## config.mk

```make
export PLATFORM = sky130hd
export DESIGN_NAME = ppm_ascii_pixel_writer
export DESIGN_NICKNAME = d
export VERILOG_FILES = /design/src/rtl/ppmw_pkg.sv /design/src/rtl/ppmw_front.sv /design/src/rtl/ppmw_cmd_fifo.sv /design/src/rtl/ppmw_back.sv /design/src/rtl/ppm_ascii_pixel_writer.sv
export VERILOG_INCLUDE_DIRS = /design/src /design/src/rtl
export SDC_FILE = /design/constraint.sdc
export NUM_CORES = 1
export LEC_CHECK = 0
export ABC_AREA = 1
export BUFFER_PORTS_ARGS = -buffer_cell sky130_fd_sc_hd__buf_2
export CAP_MARGIN = 10
export CORE_ASPECT_RATIO = 1.1
export CORE_MARGIN = 4
export CORE_UTILIZATION = 45
export CTS_CLUSTER_DIAMETER = 30
export DETAILED_ROUTE_END_ITERATION = 10
export PLACE_DENSITY_LB_ADDON = 0.2
export SETUP_SLACK_MARGIN = 0.05
export SLEW_MARGIN = 20
export SYNTH_ARGS = -nofsm -noshare
export SYNTH_HDL_FRONTEND = slang
export SYNTH_SLANG_ARGS = --single-unit
```

## constraint.sdc

```tcl
create_clock -name clk -period 4.8 [get_ports clk]
set_input_delay 0.48 -clock clk [delete_from_list [all_inputs] [get_ports clk]]
set_output_delay 0.48 -clock clk [all_outputs]
set_load 0.03 [all_outputs]
```

## src/rtl/assert_macros.svh

```systemverilog
// assertion helpers, included by the top-level writer
`ifndef ASSERT_MACROS_SVH
`define ASSERT_MACROS_SVH

`ifndef SYNTH

// expression holds at every enabled clock edge
`define ASSERT_ALWAYS(lbl, clk, rst_n, expr) \
    lbl: assert property (@(posedge clk) disable iff (!rst_n) (expr)) \
        else $error("assertion failed: invariant");

// antecedent implies consequent in the same cycle
`define ASSERT_SAME(lbl, clk, rst_n, ante, cons) \
    lbl: assert property (@(posedge clk) disable iff (!rst_n) (ante) |-> (cons)) \
        else $error("assertion failed: same-cycle implication");

// antecedent implies consequent in the next cycle
`define ASSERT_NEXT(lbl, clk, rst_n, ante, cons) \
    lbl: assert property (@(posedge clk) disable iff (!rst_n) (ante) |=> (cons)) \
        else $error("assertion failed: next-cycle implication");

`else

`define ASSERT_ALWAYS(lbl, clk, rst_n, expr)
`define ASSERT_SAME(lbl, clk, rst_n, ante, cons)
`define ASSERT_NEXT(lbl, clk, rst_n, ante, cons)

`endif

`endif

```

## src/rtl/ppmw_pkg.sv

```systemverilog
`default_nettype none

package ppmw_pkg;

    localparam int unsigned MAX_DIMENSION = 4096;

    localparam int unsigned QUEUE_DEPTH = 4;
    localparam int unsigned QUEUE_AW    = $clog2(QUEUE_DEPTH);

    // register indexes on the config port
    localparam logic [1:0] CFG_IMAGE_WIDTH  = 2'd0;
    localparam logic [1:0] CFG_IMAGE_HEIGHT = 2'd1;
    localparam logic [1:0] CFG_LINE_LIMIT   = 2'd2;

    localparam logic [7:0] CH_P     = 8'h50;
    localparam logic [7:0] CH_3     = 8'h33;
    localparam logic [7:0] CH_2     = 8'h32;
    localparam logic [7:0] CH_5     = 8'h35;
    localparam logic [7:0] CH_ZERO  = 8'h30;
    localparam logic [7:0] CH_SPACE = 8'h20;
    localparam logic [7:0] CH_NL    = 8'h0A;

    // one classified component, handed from front to back
    typedef struct packed {
        logic        header;
        logic [12:0] width;
        logic [1:0]  width_nd;
        logic [12:0] height;
        logic [1:0]  height_nd;
        logic [7:0]  value;
        logic [1:0]  value_nd;
        logic        sep_nl;
        logic        row_nl;
        logic        last_row;
    } cmd_t;

    typedef struct packed {
        logic empty;
        logic full;
    } queue_status_t;

    typedef struct packed {
        logic idle;
    } back_status_t;

    function automatic logic [12:0] clamp_dim(input logic [12:0] v);
        logic [12:0] r;
        if (v == 13'd0)
            r = 13'd1;
        else if (v > 13'(MAX_DIMENSION))
            r = 13'(MAX_DIMENSION);
        else
            r = v;
        return r;
    endfunction

    // number of decimal digits minus one
    function automatic logic [1:0] digits_m1(input logic [12:0] v);
        logic [1:0] r;
        if (v >= 13'd1000)
            r = 2'd3;
        else if (v >= 13'd100)
            r = 2'd2;
        else if (v >= 13'd10)
            r = 2'd1;
        else
            r = 2'd0;
        return r;
    endfunction

    function automatic logic [13:0] digit_place(input logic [1:0] idx);
        logic [13:0] r;
        unique case (idx)
            2'd3:    r = 14'd1000;
            2'd2:    r = 14'd100;
            2'd1:    r = 14'd10;
            default: r = 14'd1;
        endcase
        return r;
    endfunction

endpackage

`default_nettype wire

```

## src/rtl/ppmw_front.sv

```systemverilog
`default_nettype none

module ppmw_front (
    input  wire logic                 clk,
    input  wire logic                 rst_n,
    input  wire logic                 in_valid,
    output logic                      in_ready,
    input  wire logic signed [15:0]   component_value,
    input  wire logic [12:0]          image_width,
    input  wire logic [12:0]          image_height,
    input  wire logic [7:0]           line_limit,
    input  wire ppmw_pkg::queue_status_t queue_status,
    output logic                      push,
    output ppmw_pkg::cmd_t            cmd
);

    logic [7:0]  line_length_reg, line_length_next;
    logic [13:0] comp_in_row_reg, comp_in_row_next;
    logic [11:0] row_index_reg, row_index_next;
    logic        header_sent_reg, header_sent_next;

    logic [12:0] width_c;
    logic [12:0] height_c;
    logic        positive;
    logic [22:0] product;
    logic [10:0] scaled;
    logic [7:0]  value;
    logic [1:0]  value_nd;
    logic [8:0]  wrap_sum;
    logic        sep_nl;
    logic [13:0] comp_inc;
    logic [14:0] three_w;
    logic        row_end;
    logic [11:0] row_inc;
    logic        last_row;

    assign in_ready = !queue_status.full;
    assign push     = in_valid && !queue_status.full;

    assign width_c  = ppmw_pkg::clamp_dim(image_width);
    assign height_c = ppmw_pkg::clamp_dim(image_height);

    // value * 255 / 4096, as (v << 8) - v
    assign positive = !component_value[15] && (component_value != 16'sd0);
    assign product  = {component_value[14:0], 8'b0} - {8'b0, component_value[14:0]};
    assign scaled   = product[22:12];
    assign value    = !positive ? 8'd0 : ((|scaled[10:8]) ? 8'd255 : scaled[7:0]);
    assign value_nd = ppmw_pkg::digits_m1({5'b0, value});

    assign wrap_sum = {1'b0, line_length_reg} + 9'd8;
    assign sep_nl   = !(wrap_sum < {1'b0, line_limit});

    assign comp_inc = comp_in_row_reg + 14'd1;
    assign three_w  = {2'b0, width_c} + {1'b0, width_c, 1'b0};
    assign row_end  = {1'b0, comp_inc} >= three_w;
    assign row_inc  = row_index_reg + 12'd1;
    assign last_row = ({1'b0, row_inc} >= height_c) || (row_inc == 12'd0);

    always_comb
    begin
        cmd.header    = !header_sent_reg;
        cmd.width     = width_c;
        cmd.width_nd  = ppmw_pkg::digits_m1(width_c);
        cmd.height    = height_c;
        cmd.height_nd = ppmw_pkg::digits_m1(height_c);
        cmd.value     = value;
        cmd.value_nd  = value_nd;
        cmd.sep_nl    = sep_nl;
        cmd.row_nl    = row_end;
        cmd.last_row  = row_end && last_row;
    end

    always_comb
    begin
        line_length_next = line_length_reg;
        comp_in_row_next = comp_in_row_reg;
        row_index_next   = row_index_reg;
        header_sent_next = header_sent_reg;
        if (push)
        begin
            header_sent_next = 1'b1;
            if (sep_nl)
                line_length_next = 8'd0;
            else
                line_length_next = line_length_reg + {6'b0, value_nd} + 8'd2;
            comp_in_row_next = comp_inc;
            if (row_end)
            begin
                comp_in_row_next = 14'd0;
                line_length_next = 8'd0;
                row_index_next   = row_inc;
                if (last_row)
                begin
                    row_index_next   = 12'd0;
                    header_sent_next = 1'b0;
                end
            end
        end
    end

    always_ff @(posedge clk or negedge rst_n)
    begin
        if (!rst_n)
        begin
            line_length_reg <= 8'd0;
            comp_in_row_reg <= 14'd0;
            row_index_reg   <= 12'd0;
            header_sent_reg <= 1'b0;
        end
        else
        begin
            line_length_reg <= line_length_next;
            comp_in_row_reg <= comp_in_row_next;
            row_index_reg   <= row_index_next;
            header_sent_reg <= header_sent_next;
        end
    end

endmodule

`default_nettype wire

```

## src/rtl/ppmw_cmd_fifo.sv

```systemverilog
`default_nettype none

module ppmw_cmd_fifo (
    input  wire logic           clk,
    input  wire logic           rst_n,
    input  wire logic           push,
    input  wire ppmw_pkg::cmd_t push_cmd,
    input  wire logic           pop,
    output ppmw_pkg::cmd_t      head_cmd,
    output ppmw_pkg::queue_status_t status
);

    localparam int unsigned AW = ppmw_pkg::QUEUE_AW;

    ppmw_pkg::cmd_t entries_reg [ppmw_pkg::QUEUE_DEPTH];

    logic [AW-1:0] wr_ptr_reg, wr_ptr_next;
    logic [AW-1:0] rd_ptr_reg, rd_ptr_next;
    logic [AW:0]   count_reg, count_next;
    logic          do_push;
    logic          do_pop;

    assign status.empty = (count_reg == '0);
    assign status.full  = (count_reg == (AW+1)'(ppmw_pkg::QUEUE_DEPTH));
    assign head_cmd     = entries_reg[rd_ptr_reg];

    assign do_push = push && !status.full;
    assign do_pop  = pop && !status.empty;

    always_comb
    begin
        wr_ptr_next = do_push ? wr_ptr_reg + AW'(1) : wr_ptr_reg;
        rd_ptr_next = do_pop ? rd_ptr_reg + AW'(1) : rd_ptr_reg;
        count_next  = count_reg + (AW+1)'(do_push) - (AW+1)'(do_pop);
    end

    always_ff @(posedge clk)
    begin
        if (do_push)
            entries_reg[wr_ptr_reg] <= push_cmd;
    end

    always_ff @(posedge clk or negedge rst_n)
    begin
        if (!rst_n)
        begin
            wr_ptr_reg <= '0;
            rd_ptr_reg <= '0;
            count_reg  <= '0;
        end
        else
        begin
            wr_ptr_reg <= wr_ptr_next;
            rd_ptr_reg <= rd_ptr_next;
            count_reg  <= count_next;
        end
    end

endmodule

`default_nettype wire

```

## src/rtl/ppmw_back.sv

```systemverilog
`default_nettype none

module ppmw_back (
    input  wire logic           clk,
    input  wire logic           rst_n,
    input  wire ppmw_pkg::cmd_t head_cmd,
    input  wire ppmw_pkg::queue_status_t queue_status,
    output logic                pop,
    output ppmw_pkg::back_status_t back_status,
    output logic                out_valid,
    input  wire logic           out_ready,
    output logic [7:0]          text_byte,
    output logic                last_of_run,
    output logic                image_end
);

    localparam logic [3:0] ST_IDLE  = 4'd0;
    localparam logic [3:0] ST_P     = 4'd1;
    localparam logic [3:0] ST_3     = 4'd2;
    localparam logic [3:0] ST_NL1   = 4'd3;
    localparam logic [3:0] ST_WNUM  = 4'd4;
    localparam logic [3:0] ST_SP    = 4'd5;
    localparam logic [3:0] ST_HNUM  = 4'd6;
    localparam logic [3:0] ST_NL2   = 4'd7;
    localparam logic [3:0] ST_2     = 4'd8;
    localparam logic [3:0] ST_5A    = 4'd9;
    localparam logic [3:0] ST_5B    = 4'd10;
    localparam logic [3:0] ST_NL3   = 4'd11;
    localparam logic [3:0] ST_VNUM  = 4'd12;
    localparam logic [3:0] ST_SEP   = 4'd13;
    localparam logic [3:0] ST_ROWNL = 4'd14;

    logic [3:0]     state_reg, state_next;
    ppmw_pkg::cmd_t cmd_reg, cmd_next;
    logic [12:0]    rem_reg, rem_next;
    logic [1:0]     idx_reg, idx_next;

    logic           out_valid_reg, out_valid_next;
    logic [7:0]     byte_reg, byte_next;
    logic           last_reg, last_next;
    logic           end_reg, end_next;

    logic           advance;
    logic           emit;
    logic           done;
    logic [7:0]     emit_byte;
    logic           emit_end;
    logic [13:0]    place;
    logic [3:0]     digit;
    logic [13:0]    sub;
    logic [3:0]     start_state;
    logic [12:0]    start_rem;
    logic [1:0]     start_idx;

    assign advance          = !out_valid_reg || out_ready;
    assign back_status.idle = (state_reg == ST_IDLE);

    assign out_valid   = out_valid_reg;
    assign text_byte   = byte_reg;
    assign last_of_run = last_reg;
    assign image_end   = end_reg;

    // where a freshly popped word begins
    assign start_state = head_cmd.header ? ST_P : ST_VNUM;
    assign start_rem   = {5'b0, head_cmd.value};
    assign start_idx   = head_cmd.value_nd;

    // one decimal digit per cycle unless stalled, by parallel compares against k * place
    always_comb
    begin
        place = ppmw_pkg::digit_place(idx_reg);
        digit = 4'd0;
        sub   = 14'd0;
        for (int k = 1; k < 10; k++)
        begin
            if ({1'b0, rem_reg} >= 14'(k) * place)
            begin
                digit = 4'(k);
                sub   = 14'(k) * place;
            end
        end
    end

    always_comb
    begin
        state_next = state_reg;
        cmd_next   = cmd_reg;
        rem_next   = rem_reg;
        idx_next   = idx_reg;
        emit       = 1'b0;
        done       = 1'b0;
        emit_byte  = ppmw_pkg::CH_SPACE;
        emit_end   = 1'b0;
        pop        = 1'b0;

        if (state_reg == ST_IDLE)
        begin
            if (!queue_status.empty)
            begin
                pop        = 1'b1;
                cmd_next   = head_cmd;
                state_next = start_state;
                rem_next   = start_rem;
                idx_next   = start_idx;
            end
        end
        else if (advance)
        begin
            emit = 1'b1;
            unique case (state_reg)
                ST_P:
                begin
                    emit_byte  = ppmw_pkg::CH_P;
                    state_next = ST_3;
                end
                ST_3:
                begin
                    emit_byte  = ppmw_pkg::CH_3;
                    state_next = ST_NL1;
                end
                ST_NL1:
                begin
                    emit_byte  = ppmw_pkg::CH_NL;
                    state_next = ST_WNUM;
                    rem_next   = cmd_reg.width;
                    idx_next   = cmd_reg.width_nd;
                end
                ST_WNUM, ST_HNUM, ST_VNUM:
                begin
                    emit_byte = ppmw_pkg::CH_ZERO | {4'b0, digit};
                    rem_next  = rem_reg - sub[12:0];
                    idx_next  = idx_reg - 2'd1;
                    if (idx_reg == 2'd0)
                    begin
                        unique case (state_reg)
                            ST_WNUM: state_next = ST_SP;
                            ST_HNUM: state_next = ST_NL2;
                            default: state_next = ST_SEP;
                        endcase
                    end
                end
                ST_SP:
                begin
                    emit_byte  = ppmw_pkg::CH_SPACE;
                    state_next = ST_HNUM;
                    rem_next   = cmd_reg.height;
                    idx_next   = cmd_reg.height_nd;
                end
                ST_NL2:
                begin
                    emit_byte  = ppmw_pkg::CH_NL;
                    state_next = ST_2;
                end
                ST_2:
                begin
                    emit_byte  = ppmw_pkg::CH_2;
                    state_next = ST_5A;
                end
                ST_5A:
                begin
                    emit_byte  = ppmw_pkg::CH_5;
                    state_next = ST_5B;
                end
                ST_5B:
                begin
                    emit_byte  = ppmw_pkg::CH_5;
                    state_next = ST_NL3;
                end
                ST_NL3:
                begin
                    emit_byte  = ppmw_pkg::CH_NL;
                    state_next = ST_VNUM;
                    rem_next   = {5'b0, cmd_reg.value};
                    idx_next   = cmd_reg.value_nd;
                end
                ST_SEP:
                begin
                    emit_byte = cmd_reg.sep_nl ? ppmw_pkg::CH_NL : ppmw_pkg::CH_SPACE;
                    if (cmd_reg.row_nl)
                        state_next = ST_ROWNL;
                    else
                        done = 1'b1;
                end
                ST_ROWNL:
                begin
                    emit_byte = ppmw_pkg::CH_NL;
                    emit_end  = cmd_reg.last_row;
                    done      = 1'b1;
                end
                default:
                begin
                    emit       = 1'b0;
                    state_next = ST_IDLE;
                end
            endcase

            // chain straight into the next word so no bubble is left
            if (done)
            begin
                if (!queue_status.empty)
                begin
                    pop        = 1'b1;
                    cmd_next   = head_cmd;
                    state_next = start_state;
                    rem_next   = start_rem;
                    idx_next   = start_idx;
                end
                else
                begin
                    state_next = ST_IDLE;
                end
            end
        end
    end

    always_comb
    begin
        out_valid_next = out_valid_reg && !out_ready;
        byte_next      = byte_reg;
        last_next      = last_reg;
        end_next       = end_reg;
        if (emit)
        begin
            out_valid_next = 1'b1;
            byte_next      = emit_byte;
            last_next      = done;
            end_next       = emit_end;
        end
    end

    always_ff @(posedge clk)
    begin
        cmd_reg  <= cmd_next;
        rem_reg  <= rem_next;
        idx_reg  <= idx_next;
        byte_reg <= byte_next;
        last_reg <= last_next;
        end_reg  <= end_next;
    end

    always_ff @(posedge clk or negedge rst_n)
    begin
        if (!rst_n)
        begin
            state_reg     <= ST_IDLE;
            out_valid_reg <= 1'b0;
        end
        else
        begin
            state_reg     <= state_next;
            out_valid_reg <= out_valid_next;
        end
    end

endmodule

`default_nettype wire

```

## src/rtl/ppm_ascii_pixel_writer.sv

```systemverilog
// words pass the queue, the back-end command register and the output byte register
// throughput: one output byte per cycle unless out_ready stalls; a component takes 2 to 5
// bytes (digits, separator, row newline), plus 11 to 17 bytes for an image header
// the byte sequencer in the back end sets the rate; a 4-entry queue decouples input
// reset: asynchronous active low, clears counters, queue and output; header due
`default_nettype none
`include "assert_macros.svh"

module ppm_ascii_pixel_writer (
    input  wire logic               clk,
    input  wire logic               rst_n,
    input  wire logic               cfg_write,
    input  wire logic [1:0]         cfg_index,
    input  wire logic [12:0]        cfg_data,
    input  wire logic               in_valid,
    output logic                    in_ready,
    input  wire logic signed [15:0] component_value,
    output logic                    out_valid,
    input  wire logic               out_ready,
    output logic [7:0]              text_byte,
    output logic                    last_of_run,
    output logic                    image_end
);

    logic [12:0] image_width_reg, image_width_next;
    logic [12:0] image_height_reg, image_height_next;
    logic [7:0]  line_limit_reg, line_limit_next;

    ppmw_pkg::cmd_t          push_cmd;
    ppmw_pkg::cmd_t          head_cmd;
    ppmw_pkg::queue_status_t queue_status;
    ppmw_pkg::back_status_t  back_status;
    logic                    push;
    logic                    pop;

    always_comb
    begin
        image_width_next  = image_width_reg;
        image_height_next = image_height_reg;
        line_limit_next   = line_limit_reg;
        if (cfg_write)
        begin
            unique case (cfg_index)
                ppmw_pkg::CFG_IMAGE_WIDTH:  image_width_next  = cfg_data;
                ppmw_pkg::CFG_IMAGE_HEIGHT: image_height_next = cfg_data;
                ppmw_pkg::CFG_LINE_LIMIT:   line_limit_next   = cfg_data[7:0];
                default:                    ;
            endcase
        end
    end

    always_ff @(posedge clk or negedge rst_n)
    begin
        if (!rst_n)
        begin
            image_width_reg  <= 13'd1;
            image_height_reg <= 13'd1;
            line_limit_reg   <= 8'd70;
        end
        else
        begin
            image_width_reg  <= image_width_next;
            image_height_reg <= image_height_next;
            line_limit_reg   <= line_limit_next;
        end
    end

    ppmw_front u_front (
        .clk             (clk),
        .rst_n           (rst_n),
        .in_valid        (in_valid),
        .in_ready        (in_ready),
        .component_value (component_value),
        .image_width     (image_width_reg),
        .image_height    (image_height_reg),
        .line_limit      (line_limit_reg),
        .queue_status    (queue_status),
        .push            (push),
        .cmd             (push_cmd)
    );

    ppmw_cmd_fifo u_fifo (
        .clk      (clk),
        .rst_n    (rst_n),
        .push     (push),
        .push_cmd (push_cmd),
        .pop      (pop),
        .head_cmd (head_cmd),
        .status   (queue_status)
    );

    ppmw_back u_back (
        .clk          (clk),
        .rst_n        (rst_n),
        .head_cmd     (head_cmd),
        .queue_status (queue_status),
        .pop          (pop),
        .back_status  (back_status),
        .out_valid    (out_valid),
        .out_ready    (out_ready),
        .text_byte    (text_byte),
        .last_of_run  (last_of_run),
        .image_end    (image_end)
    );

    // image end only ever rides on the closing row newline
    `ASSERT_SAME(a_end_on_last, clk, rst_n, out_valid && image_end,
                 last_of_run && (text_byte == ppmw_pkg::CH_NL))
    // an idle back end picks up a waiting word at once
    `ASSERT_NEXT(a_idle_pops, clk, rst_n, back_status.idle && !queue_status.empty, !back_status.idle)
    `ASSERT_ALWAYS(a_queue_flags, clk, rst_n, !(queue_status.empty && queue_status.full))

endmodule

`default_nettype wire

```

==> summary.log, run 1 <==
INFO  status         run_status=complete, but fails checks
INFO  status         violations=negative setup slack
INFO  worst_hold_path hold_wc_startpoint=out_ready
INFO  floorplan      die_width=211microns
INFO  sta            setup_tns=-1.84ns
INFO  synth          yosys.cell_types.count=59
INFO  setup_path     crit_path_max_incr_delay=0.49ns
INFO  setup_path     startpoint_type=flip-flop
INFO  floorplan      num_io_pins=48
INFO  synth          syn_nets=2585
INFO  global_route   grt_first_pass_wirelength=92.2mm
INFO  floorplan      row_count=81
INFO  route          dr_total_vias=17700
INFO  route          via_per_inst=5.41
INFO  route          drc=0
INFO  final_layout   final_instance_area=25900squm
INFO  clock_tree     clk-insertion-delay-late=0.57ns
INFO  route          wl_per_cell=18.2microns
INFO  synth          post_synth.cell_area_avg=8.56squm
INFO  synth          synthTopCellsByArea=sky130_fd_sc_hd__edfxtp_1 (36%), sky130_fd_sc_hd__ha_1 (11%), sky130_fd_sc_hd__dfrtp_1 (9.4%), sky130_fd_sc_hd__nand2_1 (8.8%), sky130_fd_sc_hd__inv_1 (5.3%)
INFO  clock_tree     cts-buffers-inserted=69
INFO  sta            timing.final.ws_setup=-0.312ns
INFO  global_route   grt_start_max_net_pins=90
INFO  setup_path     critPathTopFamily=buffers and inverters
INFO  clock_tree     root_buffer_cell=sky130_fd_sc_hd__clkbuf_16
INFO  synth          synth_async_sr_flop_share=25.0%
INFO  synth          syn_inst=2372
INFO  setup_path     timing.setup.critical_path_class=reg2reg
INFO  setup_path     rr_startpoint=u_back.idx_reg[0]
INFO  setup_path     worstReg2RegEnd=u_back.rem_reg[10]
INFO  final_layout   final_core_utilization=58.1%
INFO  synth          synth.yosys.seq_area_share=45.9%
INFO  setup_path     worst_reg_to_reg_path_cell_count=34
INFO  setup_path     path_max_fanout=7
INFO  sta            max_freq=0.196GHz
INFO  synth          ys.flop_type=sky130_fd_sc_hd__edfxtp_1
INFO  place          finalWeightedCongestion=0.977
INFO  synth          ys_warn_count=0
INFO  floorplan      initial_utilization=45.5%
INFO  final_layout   n_fill_cell=3896
INFO  synth          post-synth-top-area-fraction=35.9%
INFO  floorplan      design.core.area=44600squm
INFO  synth          post-synth-top-count-cell=sky130_fd_sc_hd__nand2_1
INFO  global_route   initial_antenna_violation_count=0
INFO  place          placed_cell_area=22600squm
INFO  clock_tree     clk_pin_slew=0.05ns
INFO  sta            timing.final.crit_share=106%
INFO  route          drt-initial-drc-count=1233
INFO  sta            timing.final.setup_violations=9
INFO  synth          synth-edff-count=243
INFO  sta            report.final.hold_viol_count=0
INFO  place          numPortBuffers=46
INFO  sta            period_needed=5.11ns
INFO  final_layout   largest_reg_flops=176
INFO  clock_tree     cts_buffer_depth=3
INFO  global_route   grtUsageTotal=23.7%
INFO  place          detailedPlacementHpwl=43.6mm
INFO  floorplan      dieArea=48600squm
INFO  setup_path     reg2reg_slack=-0.31ns
INFO  final_layout   n_antenna_cell=0
INFO  synth          synth.ff_latch_count=324
INFO  route          dr.pass1.iters=5
INFO  final_layout   flow.area_growth_from_synthesis=27.7%
INFO  synth          post_synth_instance_area=20300squm
INFO  global_route   overflow=0
INFO  clock_tree     tritoncts_num_sinks=324
INFO  sta            fin_skew=0.0324ns
INFO  worst_hold_path whs_endpoint=u_back.out_valid
INFO  sta            slew-limit-headroom=35.3%
INFO  flow_run       drv_cap=0
INFO  sta            rsz_0062_raised_after_global_routing=true
INFO  route          route.final.wire_length=59.8mm
INFO  sta            tightest_slew=0.968ns
INFO  synth          yosys.area.top_type=sky130_fd_sc_hd__edfxtp_1
INFO  synth          post_synth_most_frequent_cells=sky130_fd_sc_hd__nand2_1 (477), sky130_fd_sc_hd__inv_1 (287), sky130_fd_sc_hd__nor2_1 (262), sky130_fd_sc_hd__edfxtp_1 (243), sky130_fd_sc_hd__o21ai_0 (199)
INFO  floorplan      die-height=231microns
INFO  setup_path     timing.critical_path.required=5.07ns
INFO  clock_tree     ctsHtreeMaxLevel=3
INFO  worst_hold_path worstHoldPathCells=2
INFO  setup_path     crit_path_end_kind=flip-flop
INFO  setup_path     critical_path_buffer_and_inverter_count=11
INFO  global_route   grt_pass1_vias=17400
INFO  final_layout   final_net_count=2859
INFO  sta            final-max-slew-violation-count=0
INFO  setup_path     crit_arrival=5.39ns
INFO  final_layout   drive_above_1_share=22.4%
INFO  clock_tree     cts_tree=yes
INFO  worst_hold_path hold_path.class=in2reg
INFO  setup_path     cell_at_the_slowest_stage_of_the_critical_path=sky130_fd_sc_hd__edfxtp_1
INFO  route          detail-route-antenna-nets=0
## placed cells by master (no fill, tap or decap), types with 15 or more instances in the layout
master and n:
sky130_fd_sc_hd__nand2_1 459, sky130_fd_sc_hd__nand4_1 31, sky130_fd_sc_hd__ha_1 155, sky130_fd_sc_hd__inv_2 33, sky130_fd_sc_hd__nor2_4 16, sky130_fd_sc_hd__nor2_1 244, sky130_fd_sc_hd__buf_2 45, sky130_fd_sc_hd__clkbuf_16 71
sky130_fd_sc_hd__xor2_1 36, sky130_fd_sc_hd__dfrtp_1 75, sky130_fd_sc_hd__buf_4 202, sky130_fd_sc_hd__a21oi_1 95, sky130_fd_sc_hd__inv_1 269, sky130_fd_sc_hd__o22ai_1 46, sky130_fd_sc_hd__a21oi_2 29, sky130_fd_sc_hd__edfxtp_1 243
sky130_fd_sc_hd__nand3_2 15, sky130_fd_sc_hd__nand2_2 28, sky130_fd_sc_hd__nor2_2 15, sky130_fd_sc_hd__nand3_1 115, sky130_fd_sc_hd__nor3_1 23, sky130_fd_sc_hd__o21ai_0 183
## area by class of cell
class | count | area [sq um] | share of cell area [%]
clock buffer | 85 | 1860 | 7.17
tap | 581 | 727 | 2.80
timing repair buffer | 268 | 2030 | 7.83
sequential | 324 | 9330 | 36.0
clock inverter | 41 | 502 | 1.94
multi-input combinational | 1671 | 10300 | 39.7
inverter | 312 | 1200 | 4.62
## kinds of logic (layout without fill, tap and decap cells)
logic type	after synthesis	after routing	synth area share (%)
compound gates	454	454	12.7
fa+ha+maj	177	177	11.1
other cells	1	1	0.0185
simple gates	990	990	20.9
xor+xnor	49	49	2.15
flops	324	324	45.9
buf+inv	377	706	7.26
## worst reg2reg max path, delay by kind of cell (launching register included)
family | cells | cell delay [ns]
flip-flops | 1 | 0.49
adder cells (fa/ha/maj) | 3 | 0.83
XOR/XNOR | 1 | 0.18
AO/OA/AOI/OAI | 7 | 0.93
buffers and inverters | 11 | 1.22
AND/OR/NAND/NOR | 12 | 1.14
## repair_timing
item	CTS	global route
setup buffers	8	23
pin swaps	13	84
setup endpoints to repair	45	53
gates cloned	0	2
gates resized for setup	34	139
hold buffers	1	0
hold endpoints to repair	38	0
## how the worst max path moves through the flow
stage                       from                 end  slack, ns  cells past startpoint
3_3_place_gp   u_back.idx_reg[0]  u_back.rem_reg[12]      -0.13                     30
5_1_grt        u_back.idx_reg[0]  u_back.rem_reg[10]      -0.63                     34
3_5_place_dp   u_back.idx_reg[0]  u_back.rem_reg[12]      -0.16                     28
4_1_cts        u_back.idx_reg[0]   u_back.rem_reg[6]      -0.09                     35
2_1_floorplan  u_back.idx_reg[0]   u_back.rem_reg[9]      -0.09                     38
6_report       u_back.idx_reg[0]  u_back.rem_reg[10]      -0.31                     34
## metrics by stage
stage | hold slack, ns | setup slack, ns | instances
3_3_place_gp | 0.469 | -0.132 | 3123
3_5_place_dp | 0.485 | -0.160 | 3123
5_1_grt | 0.118 | -0.629 | 3282
6_report | 0.124 | -0.312 | 3282
2_1_floorplan | 0.184 | -0.0941 | 2372
4_1_cts | 0.0911 | -0.0911 | 3258
## layer usage
metal	vias to the layer above	wire length (microns)	global-route usage [%]
li1	8626	-	-
met1	8431	24200	29.0
met2	535	29900	42.0
met3	149	2830	2.94
met4	0	2920	10.1
met5	-	0	0
Power of run 1 is left out: the tool's default activity adds up to more than one toggle a clock period on the data nets, which glitch-free logic cannot reach.
==> run 2, diff against run 1 <==
==> constraint.sdc (replaced) <==
create_clock -name clk -period 5.05 [get_ports clk]
set_input_delay 0.505 -clock clk [delete_from_list [all_inputs] [get_ports clk]]
set_output_delay 0.505 -clock clk [all_outputs]
set_load 0.03 [all_outputs]
==> run 2 against run 1 <==
Compared with the run above: the flow now finishes without violations; worst setup slack improved by 0.39 ns; fmax increased by 2.9%; wire length down 3.2%; highest routed layer unchanged.
==> summary.log, run 2 (synthesis gave the netlist of run 1 again) <==
INFO  status         run_status=complete, no violations
INFO  clock_tree     clk_pin_slew=0.04ns [about the same]
INFO  floorplan      num_io_pins=48 [unchanged]
INFO  clock_tree     ctsHtreeMaxLevel=3 [unchanged]
INFO  place          numPortBuffers=46 [unchanged]
INFO  final_layout   instances_no_fill=3224 [-1.8%]
INFO  floorplan      initial_utilization=45.5% [unchanged]
INFO  clock_tree     cts-buffers-inserted=74 [+7.2%]
INFO  clock_tree     clk-insertion-delay-late=0.56ns [about the same]
INFO  sta            slew-limit-headroom=35.0% [-0.36 points]
INFO  pwr            total_power=21.2mW
INFO  global_route   grt_pass1_vias=17200 [-1.4%]
INFO  clock_tree     tritoncts_num_sinks=324 [unchanged]
INFO  route          drc=0 [unchanged]
INFO  setup_path     cp_common_cell=sky130_fd_sc_hd__nand2_1
INFO  place          cell_count_post_placement=3073 [-1.6%]
INFO  sta            fin_skew=0.0225ns [-0.00983 ns]
INFO  global_route   grt_start_max_net_pins=66 [-27%]
INFO  global_route   grt_first_pass_wirelength=91.5mm [-0.78%]
INFO  final_layout   layout_commonest_cell=sky130_fd_sc_hd__nand2_1
INFO  setup_path     timing.setup.critical_path_class=reg2reg
INFO  final_layout   final_net_count=2796 [-2.2%]
INFO  sta            max_freq=0.201GHz [+2.9%]
INFO  clock_tree     cts_tree=yes
INFO  place          detailedPlacementHpwl=42.5mm [-2.7%]
INFO  setup_path     crit_path_end_kind=flip-flop
INFO  place          placed_cell_area=22100squm [-2.1%]
INFO  sta            timing.final.crit_share=98.4% [-8.1 points]
INFO  worst_hold_path hold_path.class=in2reg
INFO  setup_path     critical_path_buffer_and_inverter_count=9 [-2]
INFO  flow_run       drv_cap=0 [unchanged]
INFO  sta            report.final.hold_viol_count=0 [unchanged]
INFO  sta            timing.final.setup_violations=0 [-9]
INFO  floorplan      dieArea=48600squm [unchanged]
INFO  final_layout   largest_reg_flops=176 [unchanged]
INFO  pwr            vdd_drop_max=0.437mV
INFO  setup_path     cell_at_the_slowest_stage_of_the_critical_path=sky130_fd_sc_hd__edfxtp_1
INFO  global_route   initial_antenna_violation_count=0 [unchanged]
INFO  floorplan      die-height=231microns [unchanged]
INFO  final_layout   n_fill_cell=3966 [+1.8%]
INFO  route          wl_per_cell=18.0microns [-1.5%]
INFO  pwr            power_per_cell_area=839nW/um^2
INFO  route          detail-route-antenna-nets=0 [unchanged]
INFO  global_route   grtUsageTotal=23.4% [-0.29 points]
INFO  sta            setup_tns=0ns [+1.84 ns]
INFO  final_layout   n_antenna_cell=0 [unchanged]
INFO  route          drt-initial-drc-count=986 [-20%]
INFO  floorplan      die_width=211microns [unchanged]
INFO  place          finalWeightedCongestion=0.968 [-0.91%]
INFO  sta            final-max-slew-violation-count=0 [unchanged]
INFO  route          dr.pass1.iters=6 [+1]
INFO  sta            period_needed=4.97ns [-0.144 ns]
INFO  setup_path     timing.critical_path.required=5.33ns [+0.26 ns]
INFO  setup_path     path_max_fanout=8 [+1]
INFO  clock_tree     root_buffer_cell=sky130_fd_sc_hd__clkbuf_16
INFO  final_layout   final_instance_area=25300squm [-2.6%]
INFO  route          dr_total_vias=17300 [-2.5%]
INFO  floorplan      design.core.area=44600squm [unchanged]
INFO  route          route.final.wire_length=57.9mm [-3.2%]
INFO  final_layout   flow.area_growth_from_synthesis=24.3%
INFO  final_layout   drive_above_1_share=19.1% [-3.3 points]
INFO  sta            tightest_slew=0.972ns [+0.00410 ns]
INFO  floorplan      row_count=81 [unchanged]
INFO  pwr            power.leakage=11.3nW
INFO  setup_path     crit_arrival=5.24ns [-0.15 ns]
INFO  final_layout   most_frequent_cells_in_the_layout=sky130_fd_sc_hd__nand2_1 (461), sky130_fd_sc_hd__inv_1 (276), sky130_fd_sc_hd__nor2_1 (250)
INFO  clock_tree     cts_buffer_depth=3 [unchanged]
INFO  setup_path     startpoint_type=flip-flop
INFO  sta            rsz_0062_raised_after_global_routing=true
INFO  setup_path     crit_path_max_incr_delay=0.43ns [-0.06 ns]
INFO  global_route   overflow=0 [unchanged]
INFO  setup_path     critPathTopFamily=simple AND/OR/NAND/NOR gates
INFO  route          via_per_inst=5.36 [-0.77%]
## run 2: cell types whose count changed in the layout (fill, tap and decap cells not counted), sizes merged
cell and delta:
bufinv +1, buf -67, inv -1, clkbuf +9
## run 2: repair_timing
item                                    in CTS  in global routing
setup buffers                                4                 10
resized for setup                           18                 97
hold buffers                                 1                  0
hold endpoints to repair                    23                  0
pin swaps                                    6                 45
endpoints found under the setup margin       8                 52
## run 2: worst register-to-register path, delay by kind of cell (launching register included)
kind                       cells  cell delay [ns]
DFF                            1             0.43
AOI/OAI and AO/OA              5             0.45
adders and majority gates      4             1.01
buffers and inverters          9             1.15
and+or+nand+nor               16             1.47
xor gates and xnor gates       1             0.19
## run 2: layer usage
| layer | wire (microns) | track usage (%) |
|---|---|---|
| met1 | 23900 | 28.7 |
| met5 | 0 | 0 |
| met3 | 2140 | 3.10 |
| met4 | 2350 | 9.58 |
| met2 | 29500 | 41.4 |
## run 2: final timing paths
check / start / to / slack (ns) / depth (start not counted)
worst max-delay path: u_back.idx_reg[1] / u_back.rem_reg[10] / 0.08 / 35
worst min-delay path: out_ready / u_back.out_valid / 0.20 / 2
worst max register to register: u_back.idx_reg[1] / u_back.rem_reg[10] / 0.08 / 35
worst min register to register: u_front.header_sent_reg / u_front.header_sent_reg / 0.49 / 2
max in group asynchronous: rst_n / line_limit_reg[1] / 3.52 / 3
min in group asynchronous: rst_n / u_front.header_sent_reg / 0.53 / 2
## run 2: power breakdown
part	internal [mW]	switching [mW]	leakage, nW	total, mW
combinational	4.89	7.24	6.78	12.1
clock	3.32	1.45	1.23	4.76
sequential	3.81	0.482	3.28	4.29
## run 2: final cells by class
class | count | area, sq um | area share, %
Inverter | 312 | 1190 | 4.70
Multi-Input combinational cell | 1671 | 10000 | 39.6
Clock inverter | 41 | 474 | 1.88
Sequential cell | 324 | 9330 | 37.0
Tap cell | 581 | 727 | 2.88
Timing Repair Buffer | 200 | 1470 | 5.82
Clock buffer | 95 | 2050 | 8.14
## run 2: metrics by stage
step	utilization (%)	setup slack [ns]	hold WS [ns]
floorplan	-	0.0673	0.209
global placement	49.6	-0.163	0.472
detailed placement	49.6	-0.227	0.473
CTS	55.5	0.0605	0.168
global route	56.6	-0.199	0.168
finish	56.6	0.0824	0.196
Note: power is estimated with default switching activity, not from simulation.
